[src/rtl/pht_pkg.sv]
package pht_pkg;

	// Fixed field widths
	localparam int SAMPLE_W = 12;
	localparam int TIME_IN_W = 48;
	localparam int MS_W = 32;
	localparam int RPM_W = 26;
	localparam int PPR_W = 8;
	localparam int PROD_W = RPM_W + PPR_W;
	localparam int TIME_BITS_DEF = 48;

	// Register port
	localparam int CFG_ADDR_W = 4;
	localparam int CFG_DATA_W = 32;

	// Arithmetic constants
	localparam logic [RPM_W-1:0] RPM_NUMERATOR = 26'd60000000;
	localparam logic [9:0] US_PER_MS = 10'd1000;

	// Microseconds to milliseconds: time * ceil(2^53 / 1000) >> 53 is exact for any
	// time below 2^48. The product is accumulated one 16-bit time digit per cycle.
	localparam int MS_DIG_W = 16;
	localparam int MS_RECIP_W = 44;
	localparam logic [MS_RECIP_W-1:0] MS_RECIP = 44'd9007199254741;
	localparam int MS_SHIFT = 53;
	localparam int MS_ACC_W = 96;

	// Register reset values
	localparam logic [SAMPLE_W-1:0] TRIGGER_RST = 12'd1000;
	localparam logic [SAMPLE_W-1:0] REARM_RST = 12'd1200;
	localparam logic [PPR_W-1:0] PPR_RST = 8'd1;

	typedef enum logic [1:0] {
		REG_TRIGGER = 2'd0,
		REG_REARM   = 2'd1,
		REG_PPR     = 2'd2
	} reg_idx_t;

	typedef enum logic [2:0] {
		ST_IDLE,
		ST_EVAL,
		ST_TDIV,
		ST_RDIV,
		ST_EMIT
	} state_t;

	typedef struct packed {
		logic load_in;
		logic pulse_upd;
		logic rearm;
		logic start_tdiv;
		logic start_rdiv;
		logic latch_ms;
		logic latch_rpm;
		logic clear_rpm;
		logic load_out;
	} cmd_t;

	typedef struct packed {
		logic pulse;
		logic rearm_hit;
		logic ms_busy;
		logic div_busy;
		logic rpm_zero;
		logic out_free;
	} sts_t;

endpackage

[src/rtl/pht_div.sv]
module pht_div #(
	parameter int NUM_W = 48,
	parameter int DEN_W = 34,
	parameter int CNT_W = 6
) (
	input  logic             clk,
	input  logic             arst_n,
	input  logic             start,
	input  logic [NUM_W-1:0] num,
	input  logic [DEN_W-1:0] den,
	input  logic [CNT_W-1:0] steps,
	output logic             busy,
	output logic [NUM_W-1:0] quo
);

	logic [CNT_W-1:0] cnt_q;
	logic [NUM_W-1:0] quo_q;
	logic [DEN_W-1:0] rem_q;
	logic [DEN_W-1:0] den_q;
	logic [DEN_W:0]   trial;
	logic [DEN_W+1:0] sub;
	logic             ge;

	// One quotient bit per cycle, restoring form.
	assign trial = {rem_q, quo_q[NUM_W-1]};
	assign sub = {1'b0, trial} - {2'b00, den_q};
	assign ge = !sub[DEN_W+1];
	assign busy = (cnt_q != '0);
	assign quo = quo_q;

	always_ff @(posedge clk or negedge arst_n) begin
		if (!arst_n) begin
			cnt_q <= '0;
		end else if (start) begin
			cnt_q <= steps;
		end else if (busy) begin
			cnt_q <= cnt_q - 1'b1;
		end
	end

	always_ff @(posedge clk) begin
		if (start) begin
			quo_q <= num;
			rem_q <= '0;
			den_q <= den;
		end else if (busy) begin
			quo_q <= {quo_q[NUM_W-2:0], ge};
			rem_q <= ge ? sub[DEN_W-1:0] : trial[DEN_W-1:0];
		end
	end

endmodule

[src/rtl/pht_datapath.sv]
module pht_datapath #(
	parameter int TIME_BITS = pht_pkg::TIME_BITS_DEF
) (
	input  logic                          clk,
	input  logic                          arst_n,
	input  pht_pkg::cmd_t                 cmd,
	output pht_pkg::sts_t                 sts,
	input  logic [pht_pkg::SAMPLE_W-1:0]  trigger_threshold,
	input  logic [pht_pkg::SAMPLE_W-1:0]  rearm_threshold,
	input  logic [pht_pkg::PPR_W-1:0]     ppr_cfg,
	input  logic [pht_pkg::SAMPLE_W-1:0]  in_sample,
	input  logic [pht_pkg::TIME_IN_W-1:0] in_time,
	input  logic                          out_ready,
	output logic                          out_valid,
	output logic [pht_pkg::MS_W-1:0]      out_ms,
	output logic [pht_pkg::RPM_W-1:0]     out_rpm,
	output logic                          out_first
);
	import pht_pkg::*;

	// Only the low TIME_BITS bits of the time are used; the port carries 48.
	localparam int TW = (TIME_BITS < TIME_IN_W) ? TIME_BITS : TIME_IN_W;
	localparam int DIGITS = (TW + MS_DIG_W - 1) / MS_DIG_W;
	localparam int TPAD_W = DIGITS * MS_DIG_W;
	localparam int MS_CNT_W = $clog2(DIGITS + 1);
	localparam int PART_W = MS_DIG_W + MS_RECIP_W;
	localparam int DIV_CNT_W = $clog2(RPM_W + 1);

	logic [SAMPLE_W-1:0] sample_q;
	logic [TW-1:0]       time_q;
	logic                disarmed_q;
	logic                have_prev_q;
	logic [TW-1:0]       prev_q;
	logic                first_q;
	logic                after_q;
	logic [TW-1:0]       delta_q;
	logic [PROD_W-1:0]   prod_q;
	logic [MS_W-1:0]     ms_q;
	logic [RPM_W-1:0]    rpm_q;
	logic                out_valid_q;
	logic [MS_W-1:0]     out_ms_q;
	logic [RPM_W-1:0]    out_rpm_q;
	logic                out_first_q;
	logic [PPR_W-1:0]    ppr_eff;
	logic [TPAD_W-1:0]   tsh_q;
	logic [MS_ACC_W-1:0] acc_q;
	logic [MS_CNT_W-1:0] ms_cnt_q;
	logic                ms_busy;
	logic [PART_W-1:0]   part;
	logic                div_busy;
	logic [RPM_W-1:0]    div_quo;

	assign ppr_eff = (ppr_cfg == '0) ? PPR_W'(1) : ppr_cfg;

	assign sts.pulse = (sample_q < trigger_threshold) && !disarmed_q;
	assign sts.rearm_hit = (sample_q > rearm_threshold) && disarmed_q;
	assign sts.ms_busy = ms_busy;
	assign sts.div_busy = div_busy;
	assign sts.rpm_zero = first_q || !after_q ||
		(delta_q > {{(TW-RPM_W){1'b0}}, RPM_NUMERATOR});
	assign sts.out_free = !out_valid_q || out_ready;

	always_ff @(posedge clk or negedge arst_n) begin
		if (!arst_n) begin
			disarmed_q <= 1'b0;
			have_prev_q <= 1'b0;
			prev_q <= '0;
		end else if (cmd.pulse_upd) begin
			disarmed_q <= 1'b1;
			have_prev_q <= 1'b1;
			prev_q <= time_q;
		end else if (cmd.rearm) begin
			disarmed_q <= 1'b0;
		end
	end

	always_ff @(posedge clk) begin
		if (cmd.load_in) begin
			sample_q <= in_sample;
			time_q <= in_time[TW-1:0];
		end
		if (cmd.pulse_upd) begin
			first_q <= !have_prev_q;
			after_q <= (time_q > prev_q);
			delta_q <= time_q - prev_q;
		end
		prod_q <= PROD_W'(delta_q[RPM_W-1:0]) * PROD_W'(ppr_eff);
		if (cmd.latch_ms) begin
			ms_q <= acc_q[MS_SHIFT +: MS_W];
		end
		if (cmd.latch_rpm) begin
			rpm_q <= div_quo;
		end else if (cmd.clear_rpm) begin
			rpm_q <= '0;
		end
	end

	// Milliseconds by reciprocal multiplication. The time is consumed one digit
	// per cycle, top digit first, so the accumulator shifts and adds one partial
	// product each cycle.
	assign ms_busy = (ms_cnt_q != '0);
	assign part = PART_W'(tsh_q[TPAD_W-1 -: MS_DIG_W]) * PART_W'(MS_RECIP);

	always_ff @(posedge clk or negedge arst_n) begin
		if (!arst_n) begin
			ms_cnt_q <= '0;
		end else if (cmd.start_tdiv) begin
			ms_cnt_q <= MS_CNT_W'(DIGITS);
		end else if (ms_busy) begin
			ms_cnt_q <= ms_cnt_q - 1'b1;
		end
	end

	always_ff @(posedge clk) begin
		if (cmd.start_tdiv) begin
			tsh_q <= TPAD_W'(time_q);
			acc_q <= '0;
		end else if (ms_busy) begin
			tsh_q <= tsh_q << MS_DIG_W;
			acc_q <= {acc_q[MS_ACC_W-MS_DIG_W-1:0], {MS_DIG_W{1'b0}}} + MS_ACC_W'(part);
		end
	end

	// Speed divider: 60000000 / (period * ppr), one quotient bit per cycle.
	pht_div #(
		.NUM_W(RPM_W),
		.DEN_W(PROD_W),
		.CNT_W(DIV_CNT_W)
	) u_div (
		.clk   (clk),
		.arst_n(arst_n),
		.start (cmd.start_rdiv),
		.num   (RPM_NUMERATOR),
		.den   (prod_q),
		.steps (DIV_CNT_W'(RPM_W)),
		.busy  (div_busy),
		.quo   (div_quo)
	);

	always_ff @(posedge clk or negedge arst_n) begin
		if (!arst_n) begin
			out_valid_q <= 1'b0;
		end else if (cmd.load_out) begin
			out_valid_q <= 1'b1;
		end else if (out_ready) begin
			out_valid_q <= 1'b0;
		end
	end

	always_ff @(posedge clk) begin
		if (cmd.load_out) begin
			out_ms_q <= ms_q;
			out_rpm_q <= rpm_q;
			out_first_q <= first_q;
		end
	end

	assign out_valid = out_valid_q;
	assign out_ms = out_ms_q;
	assign out_rpm = out_rpm_q;
	assign out_first = out_first_q;

endmodule

[src/rtl/pht_ctrl.sv]
module pht_ctrl (
	input  logic          clk,
	input  logic          arst_n,
	input  logic          in_valid,
	output logic          in_ready,
	input  pht_pkg::sts_t sts,
	output pht_pkg::cmd_t cmd
);
	import pht_pkg::*;

	state_t state_q;
	state_t state_d;

	always_ff @(posedge clk or negedge arst_n) begin
		if (!arst_n) begin
			state_q <= ST_IDLE;
		end else begin
			state_q <= state_d;
		end
	end

	always_comb begin
		state_d = state_q;
		cmd = '0;
		in_ready = 1'b0;
		case (state_q)
			ST_IDLE: begin
				in_ready = 1'b1;
				if (in_valid) begin
					cmd.load_in = 1'b1;
					state_d = ST_EVAL;
				end
			end
			ST_EVAL: begin
				if (sts.pulse) begin
					cmd.pulse_upd = 1'b1;
					cmd.start_tdiv = 1'b1;
					state_d = ST_TDIV;
				end else begin
					cmd.rearm = sts.rearm_hit;
					state_d = ST_IDLE;
				end
			end
			ST_TDIV: begin
				if (!sts.ms_busy) begin
					cmd.latch_ms = 1'b1;
					if (sts.rpm_zero) begin
						cmd.clear_rpm = 1'b1;
						state_d = ST_EMIT;
					end else begin
						cmd.start_rdiv = 1'b1;
						state_d = ST_RDIV;
					end
				end
			end
			ST_RDIV: begin
				if (!sts.div_busy) begin
					cmd.latch_rpm = 1'b1;
					state_d = ST_EMIT;
				end
			end
			ST_EMIT: begin
				if (sts.out_free) begin
					cmd.load_out = 1'b1;
					state_d = ST_IDLE;
				end
			end
			default: begin
				state_d = ST_IDLE;
			end
		endcase
	end

endmodule

[src/rtl/pulse_hysteresis_tachometer.sv]
// A sample that is not a pulse is evaluated, and then the input is ready for the next transfer.
// A pulse reaches m_tvalid after the digit-wise millisecond multiplication and the speed
// division; the division is skipped when the speed is 0.
// The result register lets the next sample in while a result waits. Reset (arst_n low,
// asynchronous) arms the detector, forgets the previous pulse and loads the register
// defaults 1000, 1200 and 1.
module pulse_hysteresis_tachometer #(
	parameter int TIME_BITS = pht_pkg::TIME_BITS_DEF
) (
	input  logic                            clk,
	input  logic                            arst_n,
	// Register port
	input  logic                            psel,
	input  logic                            penable,
	input  logic                            pwrite,
	input  logic [pht_pkg::CFG_ADDR_W-1:0]  paddr,
	input  logic [pht_pkg::CFG_DATA_W-1:0]  pwdata,
	output logic [pht_pkg::CFG_DATA_W-1:0]  prdata,
	output logic                            pready,
	// Sample stream
	input  logic                            s_tvalid,
	output logic                            s_tready,
	input  logic [63:0]                     s_tdata,  // sample_value[11:0], time_us[59:12]
	// Pulse result stream
	output logic                            m_tvalid,
	input  logic                            m_tready,
	output logic [63:0]                     m_tdata,  // pulse_time_ms[31:0], speed_rpm[57:32]
	output logic [0:0]                      m_tuser   // first_pulse[0]
);
	import pht_pkg::*;

	logic [SAMPLE_W-1:0] trigger_q;
	logic [SAMPLE_W-1:0] rearm_q;
	logic [PPR_W-1:0]    ppr_q;
	logic                cfg_wr;
	reg_idx_t            reg_sel;
	cmd_t                cmd;
	sts_t                sts;
	logic [MS_W-1:0]     out_ms;
	logic [RPM_W-1:0]    out_rpm;
	logic                out_first;

	// The registers sit at byte addresses 0, 4 and 8. A write completes in the
	// access phase; the port never stalls. Writing the unused word address is ignored.
	assign pready = 1'b1;
	assign cfg_wr = psel && penable && pwrite && pready;
	assign reg_sel = reg_idx_t'(paddr[3:2]);

	always_ff @(posedge clk or negedge arst_n) begin
		if (!arst_n) begin
			trigger_q <= TRIGGER_RST;
			rearm_q <= REARM_RST;
			ppr_q <= PPR_RST;
		end else if (cfg_wr) begin
			case (reg_sel)
				REG_TRIGGER: trigger_q <= pwdata[SAMPLE_W-1:0];
				REG_REARM:   rearm_q <= pwdata[SAMPLE_W-1:0];
				REG_PPR:     ppr_q <= pwdata[PPR_W-1:0];
				default: begin
				end
			endcase
		end
	end

	always_comb begin
		case (reg_sel)
			REG_TRIGGER: prdata = CFG_DATA_W'(trigger_q);
			REG_REARM:   prdata = CFG_DATA_W'(rearm_q);
			REG_PPR:     prdata = CFG_DATA_W'(ppr_q);
			default:     prdata = '0;
		endcase
	end

	// The controller sequences each sample: evaluate the thresholds, then on a
	// pulse convert the time to milliseconds, run the speed division unless the speed is zero, and
	// finally hand the result to the output register.
	pht_ctrl u_ctrl (
		.clk     (clk),
		.arst_n  (arst_n),
		.in_valid(s_tvalid),
		.in_ready(s_tready),
		.sts     (sts),
		.cmd     (cmd)
	);

	pht_datapath #(
		.TIME_BITS(TIME_BITS)
	) u_datapath (
		.clk              (clk),
		.arst_n           (arst_n),
		.cmd              (cmd),
		.sts              (sts),
		.trigger_threshold(trigger_q),
		.rearm_threshold  (rearm_q),
		.ppr_cfg          (ppr_q),
		.in_sample        (s_tdata[11:0]),
		.in_time          (s_tdata[59:12]),
		.out_ready        (m_tready),
		.out_valid        (m_tvalid),
		.out_ms           (out_ms),
		.out_rpm          (out_rpm),
		.out_first        (out_first)
	);

	// Result transfer: data bits above the speed field are zero.
	assign m_tdata = {6'b000000, out_rpm, out_ms};
	assign m_tuser = out_first;

endmodule

[config.mk]
export PLATFORM = sky130hd
export DESIGN_NAME = pulse_hysteresis_tachometer
export DESIGN_NICKNAME = d
export VERILOG_FILES = /design/src/rtl/pht_pkg.sv /design/src/rtl/pht_div.sv /design/src/rtl/pht_datapath.sv /design/src/rtl/pht_ctrl.sv /design/src/rtl/pulse_hysteresis_tachometer.sv
export SDC_FILE = /design/constraint.sdc
export NUM_CORES = 2
export LEC_CHECK = 0
export BUFFER_PORTS_ARGS = -buffer_cell sky130_fd_sc_hd__clkbuf_2
export CAP_MARGIN = 20
export CORE_MARGIN = 5
export CORE_UTILIZATION = 35
export DETAILED_ROUTE_END_ITERATION = 10
export SKIP_LAST_GASP = 1
export SLEW_MARGIN = 20
export SYNTH_ARGS = -nofsm -noshare
export SYNTH_HDL_FRONTEND = slang
export SYNTH_HIERARCHICAL = 1
export SYNTH_SLANG_ARGS = --single-unit
[constraint.sdc]
create_clock -name clk -period 18.35 [get_ports clk]
set_input_delay 0.9175 -clock clk [delete_from_list [all_inputs] [get_ports clk]]
set_output_delay 0.9175 -clock clk [all_outputs]
set_load 0.05 [all_outputs]
# [Word-level counts from Yosys, hierarchy flattened]
# Index checks and enable logic that the tools add are counted.
[totals] reg_bits=581 inputBits=107 out_inout_bits=100
[classes] n_addsub=5 multipliers=2 magnitude_cmp=4 eq_ne=10 mux=38 reduce_logical=26
[ops] operator="two-way mux 48 bit" count=2
[ops] operator="adder 85 x 60 -> 85 bit" count=1
[ops] operator="multiplier 16 x 44 -> 60 bit, second input constant" count=1
[ops] operator="two-way mux 26 bit" count=2
[ops] operator="greater-than comparator 48 x 26 -> 1 bit, second input constant" count=1
[ops] operator="greater-than comparator 48 bit" count=1
[ops] operator="subtractor 48 bit" count=1
[ops] operator="case mux 12 bit (3 select lines)" count=1
[ops] operator="subtractor 35 x 34 -> 36 bit" count=1
[ops] operator="multiplier 26 x 8 -> 34 bit" count=1
[ops] operator="two-way mux 34 bit" count=1
[ops] operator="two-way mux 3 bit" count=6
[ops] operator="two-way mux 1 bit" count=17
[ops] operator="case mux 3 bit (5 select lines)" count=1
[ops] operator="greater-than comparator 12 bit" count=1
[ops] operator="less-than comparator 12 bit" count=1
[ops] operator="nonzero test 2 bit" count=6
[ops] operator="two-way mux 2 bit" count=5
[ops] operator="two-way mux 5 bit" count=2
[ops] operator="logical NOT 8 bit" count=1
[ops] operator="two-way mux 8 bit" count=1
[ops] operator="inequality test 2 bit, second input constant" count=4
[ops] operator="== test 3 x 2 -> 1 bit, second input constant" count=2
[ops] operator="AND reduction 2 bit" count=3
[ops] operator="13 further kinds" count=22

# [Depth between registers and ports, before layout]
[depth] word_depth=8 depth_mapped=25

# [By module]
# The synthesis kept the hierarchy.
[by_module_without_submodules] mod="pht_datapath" instances=1 cells_each=3491 area_each_um2=36446.2 seq_area_each_um2=11966.5
[by_module_without_submodules] mod="pht_div" instances=1 cells_each=665 area_each_um2=6369.9 seq_area_each_um2=2607.5
[by_module_without_submodules] mod="pulse_hysteresis_tachometer" instances=1 cells_each=136 area_each_um2=1711.6 seq_area_each_um2=814.5
[by_module_without_submodules] mod="pht_ctrl" instances=1 cells_each=28 area_each_um2=261.5 seq_area_each_um2=75.1

# [Least setup slack after synthesis]
# Ideal clock, no wire load.
[synth_timing] kind="register to register" from="register u_datapath.ms_cnt_q[0]" to="register u_datapath.u_div.quo_q[0] (netlist: u_datapath/u_div/quo[0]), enable pin" setup_time_ns=0.387 t_arrival_ns=6.506 setup_slack_ns=11.457 stages_incl_launch_ff=13 path_buffers=6 period_less_slack_ns=6.893 path_cell_list="dfrtp_1 > inv_1 > ha_1 > clkbuf_1 > clkinv_1 > clkbuf_1 > clkbuf_1 > buf_4 > nor4b_2 > nor2b_1 > clkbuf_1 > clkbuf_1 > nand2b_1"
[synth_rtl] element="from (decl)" line_no="pht_datapath.sv:47" source="logic [MS_CNT_W-1:0] ms_cnt_q;"
[synth_rtl] element="from (signal assigned)" line_no="pht_datapath.sv:108" source="ms_cnt_q <= MS_CNT_W'(DIGITS);"
[synth_rtl] element="from (signal assigned)" line_no="pht_datapath.sv:110" source="ms_cnt_q <= ms_cnt_q - 1'b1;"
[synth_rtl] element="to (signal assigned)" line_no="pht_div.sv:43" source="quo_q <= num;"
[synth_rtl] element="to (signal assigned)" line_no="pht_div.sv:47" source="quo_q <= {quo_q[NUM_W-2:0], ge};"
[synth_rtl] element="to (decl)" line_no="pht_div.sv:17" source="logic [NUM_W-1:0] quo_q;"

# [Worst setup path in the final report]
[layout_timing] from="register u_datapath.tsh_q[44]" to="register u_datapath.acc_q[79]"
[layout_between] elab_chain_cells=2
[layout_rtl] element="from (decl)" line_no="pht_datapath.sv:45" source="logic [TPAD_W-1:0] tsh_q;"
[layout_rtl] element="from (signal assigned)" line_no="pht_datapath.sv:116" source="tsh_q <= TPAD_W'(time_q);"
[layout_rtl] element="from (signal assigned)" line_no="pht_datapath.sv:119" source="tsh_q <= tsh_q << MS_DIG_W;"
[layout_rtl] element="multiplier 16 x 44 -> 60 bit" line_no="pht_datapath.sv:102" source="assign part = PART_W'(tsh_q[TPAD_W-1 -: MS_DIG_W]) * PART_W'(MS_RECIP);"
[layout_rtl] element="adder 85 x 60 -> 85 bit" line_no="pht_datapath.sv:120" source="acc_q <= {acc_q[MS_ACC_W-MS_DIG_W-1:0], {MS_DIG_W{1'b0}}} + MS_ACC_W'(part);"
[layout_rtl] element="to (signal assigned)" line_no="pht_datapath.sv:120"
[layout_rtl] element="to (decl)" line_no="pht_datapath.sv:46" source="logic [MS_ACC_W-1:0] acc_q;"
# Every way passes these cells.
# A chain may end at the register's enable or synchronous reset.

==> out/metrics.cfg <==
[run_status]
status = finished, final reports clean

[logic_synthesis]
synth_area_per_cell_um2 = 10.4
ys_seq_area_frac = 0.345
synth_enable_flop_cells = 335
syn_area_mm2 = 0.0448
synth_flop_cell = edfxtp_1
synth_seq_cells = 581
yosysWarnings = 6
yosysUniqueCellTypes = 109
synthCells = 4320
synthArstFlopShare = 0.160

[critical_path]
critPathMaxFanout = 15
cp-startpoint = u_datapath/tsh_q[44]
reg2reg_depth = 20
end_kind = flop
crit_arrival_ns = 8.25
startpoint_type = flop
critPathKind = flop to flop
r2r_start = u_datapath/tsh_q[44]
worstPathRequired_ns = 18.91

[global_routing]
antenna_found_initial = 3
grt_pass1_vias = 30859
grt_max_degree = 189
grt_pass1_wl_um = 175000
grtUsageTotal = 0.161
grt_overflow = 0

[sta]
rsz0062_at_grt = no
setup_tns_ns = 0
worst_slack_ns = 10.66
fmax_mhz = 130
finClkSkew_ns = 0.0304
hold_violations = 0
slew_headroom = 0.336
fin_crit_sh = 0.419
worst_pin_slew_ns = 0.994
holdWs_ns = 0.223
slew_violations = 0
min_period_ns = 7.69
setup_viol = 0

[clocking]
path_clk_slew_ns = 0.06
cts_max_path_buffers = 3
cts_hold_buf = 0
root_buffer = clkbuf_16
cts_resized = 0
cts_sinks = 581
clkLatencyLatePin_ns = 0.65
cts_tree = done
htree_num_levels = 2
post_cts_buffers = 0
cts_buffers = 61

[detailed_routing]
ant_nets = 0
wl_per_cell_um = 17.8
via_count = 30403
dr.pass1.iters = 6
drt_drc_violations_left = 0
drt_iter0_markers = 2031
routed_wl_um = 110000
viasPerCell = 4.93

[placement]
io_buffers = 153
place_ws_ns = 10.78
place_congestion = 0.900
dp_hpwl_um = 84100

[finish]
drive_above_1_share = 0.101
utilization = 0.387
final_nets = 5342
final_cell_mix = inv_1 (681), fa_1 (395), ha_1 (393)
area_delta_synth_final_pct = 10.2
final_common_cell = inv_1

[die]
die_h_um = 368
die_area_mm2 = 0.135
die_w_um = 368
core_mm2 = 0.127
rows = 131
boundaryPins = 207
start_util = 0.352

[job]
cap_violations = 0

[worst_hold_path]
hold_path_class = input port to asynchronous set/reset pin

cell families after synthesis:
kind of cell	count (synthesis)	synth area share
other cells	4	0.000335
mux	124	0.0311
simple gates	1040	0.115
flops	581	0.345
buf+inv	862	0.0766
compound gates	768	0.115
xor+xnor	152	0.0297
fa+ha+maj	789	0.287
final timing paths:
check	to	slack (ns)
worst min register to register	u_datapath/u_div/den_q[18]	0.40
min in group clk	u_datapath/u_div/den_q[18]	0.40
worst max register to register	u_datapath/acc_q[79]	10.66
max in group asynchronous	u_datapath/prev_q[23]	17.02
worst min-delay path	trigger_q[10]	0.22
worst max-delay path	u_datapath/acc_q[79]	10.66
cells in the mapped netlist (17+ instances only):
library cell | n | area share
o21ai_0 | 133 | 0.015
xor2_1 | 46 | 0.0090
dfrtp_1 | 82 | 0.046
o21bai_1 | 31 | 0.0052
buf_4 | 33 | 0.0055
nand3_1 | 63 | 0.0070
nand2_1 | 336 | 0.028
nand2b_1 | 24 | 0.0034
o211ai_1 | 17 | 0.0028
o21ai_1 | 39 | 0.0044
clkbuf_1 | 114 | 0.0096
nor2_1 | 204 | 0.017
nor2b_1 | 52 | 0.0073
or3_1 | 17 | 0.0024
xnor2_1 | 106 | 0.021
fa_1 | 395 | 0.18
dfxtp_1 | 153 | 0.068
edfxtp_1 | 335 | 0.22
ha_1 | 394 | 0.11
a31oi_1 | 20 | 0.0028
a21oi_1 | 227 | 0.025
and3_1 | 32 | 0.0045
nor3_1 | 34 | 0.0038
nand4_1 | 44 | 0.0061
mux2_2 | 82 | 0.021
a211oi_1 | 38 | 0.0064
and2_1 | 161 | 0.022
o21a_1 | 29 | 0.0049
inv_1 | 683 | 0.057
a21o_1 | 87 | 0.015
mux2i_1 | 32 | 0.0072
flip-flops by register name, indices dropped and copies added, names as in the netlist, 2 cells and up:
signal and flops:
ppr_q 8, rearm_q 12, trigger_q 12, u_ctrl/state_q 3
u_datapath/acc_q 85, u_datapath/delta_q 48, u_datapath/ms_cnt_q 2, u_datapath/ms_q 32
u_datapath/out_ms 32, u_datapath/out_rpm 26, u_datapath/prev_q 48, u_datapath/prod_q 34
u_datapath/rpm_q 26, u_datapath/sample_q 12, u_datapath/time_q 48, u_datapath/tsh_q 48
u_datapath/u_div/cnt_q 5, u_datapath/u_div/den_q 34, u_datapath/u_div/quo 26, u_datapath/u_div/rem_q 34
routing by layer:
layer / share of wire / track usage
met5: 0 / 0
met1: 0.47 / 0.233
met2: 0.45 / 0.256
met4: 0.020 / 0.0353
met3: 0.052 / 0.0226
worst max-delay path, stage by stage (launching register included):
cell and delay, ns:
edfxtp_1 0.90, ha_1 0.51, fa_1 0.56, inv_1 0.07
fa_1 0.53, inv_1 0.06, fa_1 0.52, fa_1 0.55
inv_1 0.06, fa_1 0.58, inv_1 0.06, ha_1 0.37
a21oi_1 0.25, o21ai_0 0.16, o2111ai_1 0.64, nand3_1 0.36
a21oi_1 0.29, o31a_1 0.57, nor3b_1 0.13, xnor2_1 0.15
a211oi_1 0.23
through the flow:
stage / cell area [um^2] / std cells
after detailed placement: 47300 / 6044
after global placement: 47300 / 6044
final: 49300 / 6166
after floorplan: 45000 / 4374
after CTS: 49300 / 6160
after global routing: 49300 / 6162
final cells by class:
class | instances | area [um^2]
multi-input combinational | 2931 | 26200
timing repair buffer | 187 | 1050
clock buffer | 83 | 1700
tap | 1662 | 2080
antenna | 5 | 12.5
fill | 12460 | 78000
inverter | 684 | 2570
clock inverter | 33 | 320
sequential | 581 | 15500
Power is not shown: default switching activity piles up to over one toggle a cycle in this logic, so the estimate is an artifact.
